File: src/design/ght_ram.sv
`timescale 1ns / 1ps
// ----------------------------------------------------------------------------
// ght_ram: generic single-write, single-read RAM
// Registered read; no reset on the array.
// ----------------------------------------------------------------------------
module ght_ram #(
  parameter int WIDTH = 32,
  parameter int DEPTH = 8,
  localparam int AW = (DEPTH > 1) ? $clog2(DEPTH) : 1
) (
  input  logic             clk,
  input  logic             we,
  input  logic [AW-1:0]    waddr,
  input  logic [WIDTH-1:0] wdata,
  input  logic [AW-1:0]    raddr,
  output logic [WIDTH-1:0] rdata
);

  logic [WIDTH-1:0] mem [DEPTH];

  always_ff @(posedge clk) begin
    if (we) begin
      mem[waddr] <= wdata;
    end
    rdata <= mem[raddr];
  end

endmodule

File: config.mk
export PLATFORM = sky130hd
export DESIGN_NAME = ght_ram
export DESIGN_NICKNAME = d
export VERILOG_FILES = /design/src/design/ght_ram.sv
export SDC_FILE = /design/constraint.sdc
export NUM_CORES = 1
export LEC_CHECK = 0
export ABC_AREA = 1
export BUFFER_PORTS_ARGS = -buffer_cell sky130_fd_sc_hd__buf_4
export CORE_ASPECT_RATIO = 0.9
export CORE_MARGIN = 2
export CORE_UTILIZATION = 40
export DETAILED_ROUTE_END_ITERATION = 16
export PLACE_DENSITY = 0.58
export SLEW_MARGIN = 40
export SYNTH_ARGS = -nofsm -noshare
export SYNTH_HDL_FRONTEND = slang
export SYNTH_SLANG_ARGS = --single-unit
File: constraint.sdc
create_clock -name clk -period 2.2 [get_ports clk]
set_input_delay 0.22 -clock clk [delete_from_list [all_inputs] [get_ports clk]]
set_output_delay 0.22 -clock clk [all_outputs]
set_load 0.01 [all_outputs]
==> metrics.yaml <==
logic_synthesis:
  ys_top_cells_by_area: "edfxtp_1 (65%), nand2_1 (13%), inv_1 (8.2%)"
  synth-edff-count: 256
  synthAdderAreaFrac_pct: 0
  synthFlopType: "edfxtp_1"
  yosys.area_share.simple_pct: 19.0
  postSynth.asyncResetShare_pct: 0
  synth_area_um2: 11900
  synth.most_common_cell: "nand2_1"
  avgSynthCellArea_um2: 10.3
  synth_top_family_by_area: "simple AND/OR/NAND/NOR gates"
  synth_compound_gate_area_share_pct: 0
  synth_nets: 1196
  yosys_warnings: 0
  synthCells: 1156
  muxShareOfSynthArea_pct: 0
  synth_cell_types: 12
  synth_top_area_cell: "edfxtp_1"
  yosys.area_share.xor_xnor_pct: 0
  synth_top_area_share_pct: 64.7
  seq_area_frac_synth_pct: 70.1
  synth_common_cells: "nand2_1 (422), inv_1 (260), edfxtp_1 (256), nand3_1 (128), dfxtp_1 (32)"
  synth-seq-cells: 288
clock_tree:
  cts_resized: 0
  clock_latency_ns: 0.54
  cts_made_buffers: 31
  post_cts_buffers: 0
  cts_tree: "built"
  cts.path.max_buffers: 3
  cts_root_buf: "clkbuf_16"
  clock-sinks: 288
  htree_levels: 1
  clk_pin_slew_ns: 0.06
global_route:
  grt_max_degree: 114
  grt_pass1_wl_um: 38600
  grt.busiest_layer: "met2"
  grtUsageMet3_pct: 2.59
  met2_usage_pct: 25.3
  grt_pass1_vias: 7042
  grt-ovfl-total: 0
  grt_use_met1_pct: 23.5
  grtUsageTotal_pct: 16.1
  antenna_found_initial: 1
sta:
  worstMarginPinSlew_ns: 0.618
  max_freq_ghz: 0.751
  grt_setup_unrepaired: "false"
  report.final.setup_viol: 0
  holdWs_ns: 0.220
  min_period_ns: 1.33
  fin_crit_sh_pct: 60.6
  setup-tns-final_ns: 0
  final_max_slew_viol_count: 0
  maxSlewHeadroom_pct: 58.8
  hold_violations: 0
  fin_skew_ns: 0.00889
pwr:
  combPwrFrac_pct: 7.3
  p_leak_nw: 6.48
  power.internal_mw: 9.48
  p_switching_mw: 2.59
  clock_power_share_pct: 41.0
  power_density_nw_per_um2: 848
  p_sw_share_pct: 21.4
  vdd_ir_drop_max_v: 0.000590
  seq_power_share_pct: 51.7
final_layout:
  final_nets: 1305
  fillers: 2647
  design_area_um2: 14200
  area_growth_pct: 19.9
  utilization_pct: 48.9
  drive_gt1_share_pct: 11.2
drt:
  via_per_inst: 4.45
  antenna_left: 0
  post_drt_wl_per_cell_um: 14.5
  dr.pass1.iters: 5
  wirelength_um: 24500
  drc_errors: 0
  first_iter_violations: 458
  num_vias: 7500
setup_path:
  cp_top_family: "flip-flops"
  worst-path-buf-inv: 1
  cpMaxStageDelayCell: "dfxtp_1"
  worstSetupPathType: "reg2out"
  crit_required_ns: 1.98
  path_cells: "buf_4"
  crit_path_end_kind: "output port"
  startpoint_type: "flop"
  cp_max_fo: 1
  max_stage_delay_ns: 0.41
  cp.arrival_ns: 1.11
floorplanning:
  die_w_um: 186
  initial_core_util_pct: 40.8
  num_io_pins: 72
  dieArea_um2: 31100
  fp.dieH_um: 167
  core_area_um2: 29100
  placementRows: 59
place:
  place_congestion: 0.710
  hpwl_um: 13000
  place_area_um2: 12900
  portBuffers: 71
flow_run:
  cap_violations: 0
worst_hold_path:
  hold_path.class: "in2reg"
run_status:
  outcome: "complete, no violations"
## final cells by class
| cell class | count | area, µm² | area share (%) |
|---|---|---|---|
| Multi-Input combinational cell | 558 | 2310 | 16.3 |
| Clock buffer | 43 | 831 | 5.84 |
| Inverter | 262 | 985 | 6.92 |
| Timing Repair Buffer | 124 | 1140 | 8.01 |
| Tap cell | 396 | 495 | 3.48 |
| Sequential cell | 288 | 8330 | 58.5 |
| Antenna cell | 1 | 2.50 | 0.0176 |
| Clock inverter | 13 | 139 | 0.976 |
## worst min-delay path, cell delays in order
cell and delay, ns:
buf_4 0.19, nand2_1 0.09, nand3_1 0.06, nand2_1 0.06, nand2_1 0.04, nand2_1 0.04
## per-layer routing
| layer | vias to the layer above | part of all wire, % |
|---|---|---|
| met3 | 30 | 4.5 |
| met4 | 0 | 1.7 |
| met2 | 146 | 45 |
| li1 | 3795 | - |
| met1 | 3529 | 49 |
| met5 | - | 0 |
## flip-flops by register name, summed over array words and instances (netlist names)
signal / flops
mem: 256
rdata: 32
## power groups by stage
stage | clock network, mW | registers [mW] | logic (mW)
after floorplan | 0 | 6.37 | 0.441
after global placement | 0 | 6.35 | 0.827
after detailed placement | 0 | 6.36 | 0.840
after CTS | 5.05 | 6.24 | 0.890
after global routing | 5.28 | 6.26 | 0.989
final | 4.95 | 6.24 | 0.875
## logic make-up (layout without fill, tap and decap cells)
family                 Yosys count  after routing
buffers and inverters          310            442
other                            0              1
flip-flops                     288            288
AND/OR/NAND/NOR                558            558
## through the flow
stage	worst slack, ns	cells	total power, mW
after detailed placement	0.594	1596	7.20
after floorplan	0.0627	1156	6.81
after global placement	0.597	1596	7.18
after global routing	0.803	1685	12.5
after CTS	0.857	1684	12.2
final	0.868	1685	12.1
## placed cells by master (no fill, tap or decap)
cell / synthesis / final
edfxtp_1: 256 / 256
diode_2: 0 / 1
clkinvlp_4: 0 / 1
nand3_1: 128 / 128
clkbuf_8: 0 / 1
buf_4: 5 / 81
buf_6: 11 / 1
clkinv_2: 0 / 7
dlygate4sd3_1: 0 / 32
clkbuf_16: 0 / 31
clkinv_1: 0 / 3
buf_12: 0 / 10
inv_1: 260 / 260
inv_2: 2 / 1
nor2_4: 0 / 8
clkbuf_1: 7 / 11
nand2_1: 422 / 422
dfxtp_1: 32 / 32
bufinv_16: 0 / 3
## repair_timing
| item | CTS | global route |
|---|---|---|
| endpoints found under the setup margin | 0 | 0 |
| endpoints found under the hold margin | 256 | 0 |
| hold buffers | 32 | 0 |
## path summary, 6_finish.rpt
path | end | slack [ns] | cells after the start | start
setup reg to reg | rdata[9]$_DFF_P_ | 1.31 | 6 | mem[7][9]$_DFFE_PP_
setup / recovery | rdata[5] | 0.87 | 1 | rdata[5]$_DFF_P_
hold / removal | rdata[13]$_DFF_P_ | 0.22 | 6 | raddr[0]
hold reg to reg | rdata[18]$_DFF_P_ | 0.62 | 6 | mem[4][18]$_DFFE_PP_
(Power assumes the default switching activity.)
