### src/design/ght_pkg.sv
`timescale 1ns / 1ps
// ----------------------------------------------------------------------------
// ght_pkg: shared types for the generation handle slot table
// Payload structs, operation and status codes, slot entry layout, helpers.
// ----------------------------------------------------------------------------
package ght_pkg;

  localparam int GEN_W      = 16;
  localparam int SOCK_W     = 16;
  localparam int HANDLE_W   = 32;
  localparam int SLOT_IDX_W = 6;

  typedef enum logic [1:0] {
    K_ALLOC    = 2'd0,
    K_FREE     = 2'd1,
    K_VALIDATE = 2'd2,
    K_FIND     = 2'd3
  } ght_kind_t;

  typedef enum logic [1:0] {
    ST_OK   = 2'd0,
    ST_OPEN = 2'd1,
    ST_FULL = 2'd2,
    ST_NONE = 2'd3
  } ght_status_t;

  typedef struct packed {
    ght_kind_t             kind;
    logic [SOCK_W-1:0]     sock_fd;
    logic [HANDLE_W-1:0]   handle;
  } ght_req_t;

  typedef struct packed {
    ght_status_t           status;
    logic [HANDLE_W-1:0]   handle_out;
    logic [SLOT_IDX_W-1:0] slot_index;
  } ght_rsp_t;

  // one RAM word per slot
  typedef struct packed {
    logic [GEN_W-1:0]  gen;
    logic [SOCK_W-1:0] sock;
  } ght_entry_t;

  localparam int ENTRY_W = $bits(ght_entry_t);

  // first-hit results of one pass over the table
  typedef struct packed {
    logic                  sock_hit;   // first slot with matching socket
    logic [SLOT_IDX_W-1:0] sock_idx;
    logic [GEN_W-1:0]      sock_gen;
    logic                  sock_used;
    logic                  fresh_hit;  // first unused slot, generation zero
    logic [SLOT_IDX_W-1:0] fresh_idx;
    logic [GEN_W-1:0]      fresh_gen;
    logic                  free_hit;   // first unused slot
    logic [SLOT_IDX_W-1:0] free_idx;
    logic [GEN_W-1:0]      free_gen;
    logic                  live_hit;   // first used slot with matching socket
    logic [SLOT_IDX_W-1:0] live_idx;
    logic [GEN_W-1:0]      live_gen;
    logic                  tgt_used;   // slot named by a handle
    logic [GEN_W-1:0]      tgt_gen;
  } ght_scan_t;

  // generation bump, wrap skips zero
  function automatic logic [GEN_W-1:0] gen_bump(input logic [GEN_W-1:0] g);
    logic [GEN_W-1:0] n;
    n = g + GEN_W'(1);
    return (n == '0) ? GEN_W'(1) : n;
  endfunction

  function automatic logic [HANDLE_W-1:0] slot_handle(input logic [SLOT_IDX_W-1:0] idx,
                                                      input logic [GEN_W-1:0] gen);
    logic [15:0] low;
    low = 16'(idx) + 16'd1;
    return {gen, low};
  endfunction

endpackage

### src/design/ght_scan.sv
`timescale 1ns / 1ps
// ----------------------------------------------------------------------------
// ght_scan: first-hit tracker for one pass over the slot table
// Takes one slot per cycle and keeps the first hit of each search.
// ----------------------------------------------------------------------------
module ght_scan import ght_pkg::*; #(
  parameter int SLOT_COUNT = 8,
  localparam int IDX_W = (SLOT_COUNT > 1) ? $clog2(SLOT_COUNT) : 1
) (
  input  logic              clk,
  input  logic              rst,
  input  logic              start,
  input  logic              chk_vld,
  input  logic [IDX_W-1:0]  chk_idx,
  input  ght_entry_t        entry,
  input  logic              used_bit,
  input  logic [SOCK_W-1:0] sock,
  input  logic [IDX_W-1:0]  tgt_idx,
  output ght_scan_t         sum
);

  logic sock_eq;
  logic [SLOT_IDX_W-1:0] idx6;

  assign sock_eq = (entry.sock == sock);
  assign idx6    = SLOT_IDX_W'(chk_idx);

  always_ff @(posedge clk) begin
    if (rst || start) begin
      sum.sock_hit  <= 1'b0;
      sum.fresh_hit <= 1'b0;
      sum.free_hit  <= 1'b0;
      sum.live_hit  <= 1'b0;
    end else if (chk_vld) begin
      if (!sum.sock_hit && sock_eq) begin
        sum.sock_hit  <= 1'b1;
        sum.sock_idx  <= idx6;
        sum.sock_gen  <= entry.gen;
        sum.sock_used <= used_bit;
      end
      if (!sum.fresh_hit && !used_bit && entry.gen == '0) begin
        sum.fresh_hit <= 1'b1;
        sum.fresh_idx <= idx6;
        sum.fresh_gen <= entry.gen;
      end
      if (!sum.free_hit && !used_bit) begin
        sum.free_hit <= 1'b1;
        sum.free_idx <= idx6;
        sum.free_gen <= entry.gen;
      end
      if (!sum.live_hit && used_bit && sock_eq) begin
        sum.live_hit <= 1'b1;
        sum.live_idx <= idx6;
        sum.live_gen <= entry.gen;
      end
      if (chk_idx == tgt_idx) begin
        sum.tgt_used <= used_bit;
        sum.tgt_gen  <= entry.gen;
      end
    end
  end

endmodule

### config.mk
export PLATFORM = sky130hd
export DESIGN_NAME = ght_scan
export DESIGN_NICKNAME = d
export VERILOG_FILES = /design/src/design/ght_pkg.sv /design/src/design/ght_scan.sv
export SDC_FILE = /design/constraint.sdc
export NUM_CORES = 1
export LEC_CHECK = 0
export BUFFER_PORTS_ARGS = -buffer_cell sky130_fd_sc_hd__clkbuf_2
export CORE_MARGIN = 1
export CORE_UTILIZATION = 45
export DETAILED_ROUTE_END_ITERATION = 10
export MAX_ROUTING_LAYER = met4
export PLACE_DENSITY = 0.83
export SKIP_LAST_GASP = 1
export SLEW_MARGIN = 30
export SYNTH_ARGS = -nofsm -noshare
export SYNTH_HDL_FRONTEND = slang
export SYNTH_SLANG_ARGS = --single-unit
### constraint.sdc
create_clock -name clk -period 3.75 [get_ports clk]
set_input_delay 0.375 -clock clk [delete_from_list [all_inputs] [get_ports clk]]
set_output_delay 0.375 -clock clk [all_outputs]
set_load 0.1 [all_outputs]
==> reports/metrics.csv <==
metric,value,unit
place.gp.congestion,0.749,
synth.avg_cell_area,21.3,sq um
finalSetupTns,0,ns
track_usage,0.175,
worst-path-max-fanout,13,
ys_top_cells_by_area,"edfxtp_1 85%, xor2_1 5.0%, buf_4 2.7%, dfxtp_1 2.4%, nor4_1 1.5%",
fmax,0.511,GHz
h-tree-depth,3,
power.density,451,nW/um^2
mostFrequentLayoutCell,clkbuf_2,
timing.rr.start,sum[85],
antenna_found_initial,0,
drt-total-wl,6.60,mm
tritoncts,yes,
holdBufCountCts,0,
synth_top_area_cell,edfxtp_1,
peakVddDrop,0.169,mV
drc_errors,0,
end_kind,flip-flop,
hold_path_class,in2reg,
gr-total-overflow,0,
cts_setup_buffers,0,
top_regs,sum x98,
skew,0.00892,ns
clock_latency,0.35,ns
synth-seq-area-share,0.873,
die_area,7740,sq um
syn_to_final_growth,33.3,%
hold_ws,0.215,ns
netSwitchingPower,505,uW
ys_warn_count,0,
io_buffers,156,
die_y,88.0,um
n_antenna_cell,0,
cts.path.max_buffers,2,
synth_top_area_frac,0.848,
timing.critical_path.from,sum[85],
seq_power_share,0.604,
largest_register_ffs,98,
layout_common_cells,"156 x clkbuf_2, 94 x edfxtp_1, 19 x xor2_1, 12 x conb_1, 9 x clkbuf_8",
dp_hpwl,4.89,mm
drt_first_pass_iters,6,
dr_total_vias,1975,
cts-root-buf,clkbuf_8,
start_util,0.477,
wl_per_cell,15.4,um
finalSetupViolations,0,
viasPerCell,4.61,
syn_area,3330,sq um
slew_headroom,0.527,
grt_pass1_wl,9.20,mm
grt_start_max_net_pins,21,
fin_nets,386,
synth_cell_types,18,
coreArea,6980,sq um
finalPower,2000,uW
clk_pin_slew,0.09,ns
status,"complete, no violations",
finalHoldViolCount,0,
num_rows,30,
regMostFlops,sum,
die_w,88.0,um
cts_buffers,9,
slew_violations,0,
max_stage_delay,0.53,ns
comb_power_share,0.091,
hp-start,rst,
drv_cap,0,
drtAntennaViolNets,0,
io_pins,169,
ctsResizeCount,0,
slowest_stage,nor4_4,
grt_pass1_vias,1836,
worst_pin_slew,0.705,ns
p_leak,0.00182,uW
synth_cells,156,
p_clk_frac,0.305,
rsz0062_at_grt,no,
worstPathRequired,3.80,ns
clock_sinks,98,
path_class,reg2reg,
sw_frac_of_total,0.253,
fin_crit_sh,0.522,
drive_above_1_share,0.551,
first_iter_violations,105,
cp_cell_sequence,"nor4_1, nand4_1, nor4_4, buf_4",
internal_power,1490,uW
min_period,1.96,ns
cp.arrival,2.00,ns
start_kind,flip-flop,
synth_seq_cells,98,
[power by group through the flow]
| stage | Combinational, uW | Sequential [uW] | Clock [uW] |
|---|---|---|---|
| 2_1_floorplan | 82.2 | 1280 | 0 |
| 3_3_place_gp | 181 | 1230 | 0 |
| 3_5_place_dp | 184 | 1230 | 0 |
| 4_1_cts | 184 | 1210 | 624 |
| 5_1_grt | 192 | 1210 | 663 |
| 6_report | 183 | 1210 | 609 |
[path summary, 6_finish.rpt]
| check | endpoint | slack [ns] | cells after the start |
|---|---|---|---|
| max | sum[73] | 1.79 | 4 |
| max reg2reg | sum[73] | 1.79 | 4 |
| min | sum[62] | 0.21 | 2 |
| min reg2reg | sum[85] | 0.52 | 1 |
[cells in the mapped netlist]
cell type   n
edfxtp_1   94
xor2_1     19
buf_4      12
nor4_1      8
dfxtp_1     4
nor3_1      3
nand2_1     2
nand4_1     2
nor2_1      2
nor4_2      2
a21o_1      1
a21oi_1     1
conb_1      1
inv_1       1
nand2_2     1
o21ai_0     1
o31ai_2     1
or3_1       1
[routing by layer]
| metal | vias to the layer above | GRT usage | routed length [um] | part of all wire |
|---|---|---|---|---|
| li1 | 924 | - | - | - |
| met1 | 920 | 0.188 | 2580 | 0.39 |
| met2 | 129 | 0.308 | 3450 | 0.52 |
| met3 | 2 | 0.0537 | 546 | 0.083 |
| met4 | 0 | 0.0537 | 24 | 0.0036 |
| met5 | - | - | 0 | 0 |
[worst max-delay path, delay by kind of cell (launching register included)]
family,cells,cell delay (ns)
simple gates,3,1.00
flops,1,0.34
buf+inv,1,0.32
[final cells by class]
class | instances | area [sq um]
sequential | 98 | 2900
fill | 518 | 2550
clock buffer | 9 | 124
tap | 96 | 120
timing repair buffer | 161 | 818
clock inverter | 7 | 61.3
inverter | 1 | 3.75
multi-input combinational | 56 | 405
[kinds of logic (layout without fill, tap and decap cells)]
kind of cell | count (synthesis) | in the layout | share of synthesized area
simple gates | 21 | 21 | 0.0391
xor+xnor | 19 | 19 | 0.0500
buf+inv | 13 | 178 | 0.0282
other cells | 1 | 12 | 0.00113
compound gates | 4 | 4 | 0.00902
flops | 98 | 98 | 0.873
[per-stage QoR]
stage / instances / worst slack (ns) / area, sq um / util
floorplan: 167 / 0.805 / 3370 / -
global placement: 412 / 1.49 / 4250 / 0.609
detailed placement: 412 / 1.42 / 4250 / 0.609
CTS: 428 / 1.76 / 4440 / 0.635
global route: 428 / 1.68 / 4440 / 0.635
finish: 428 / 1.79 / 4440 / 0.635
Note: power is estimated with default switching activity, not from simulation.
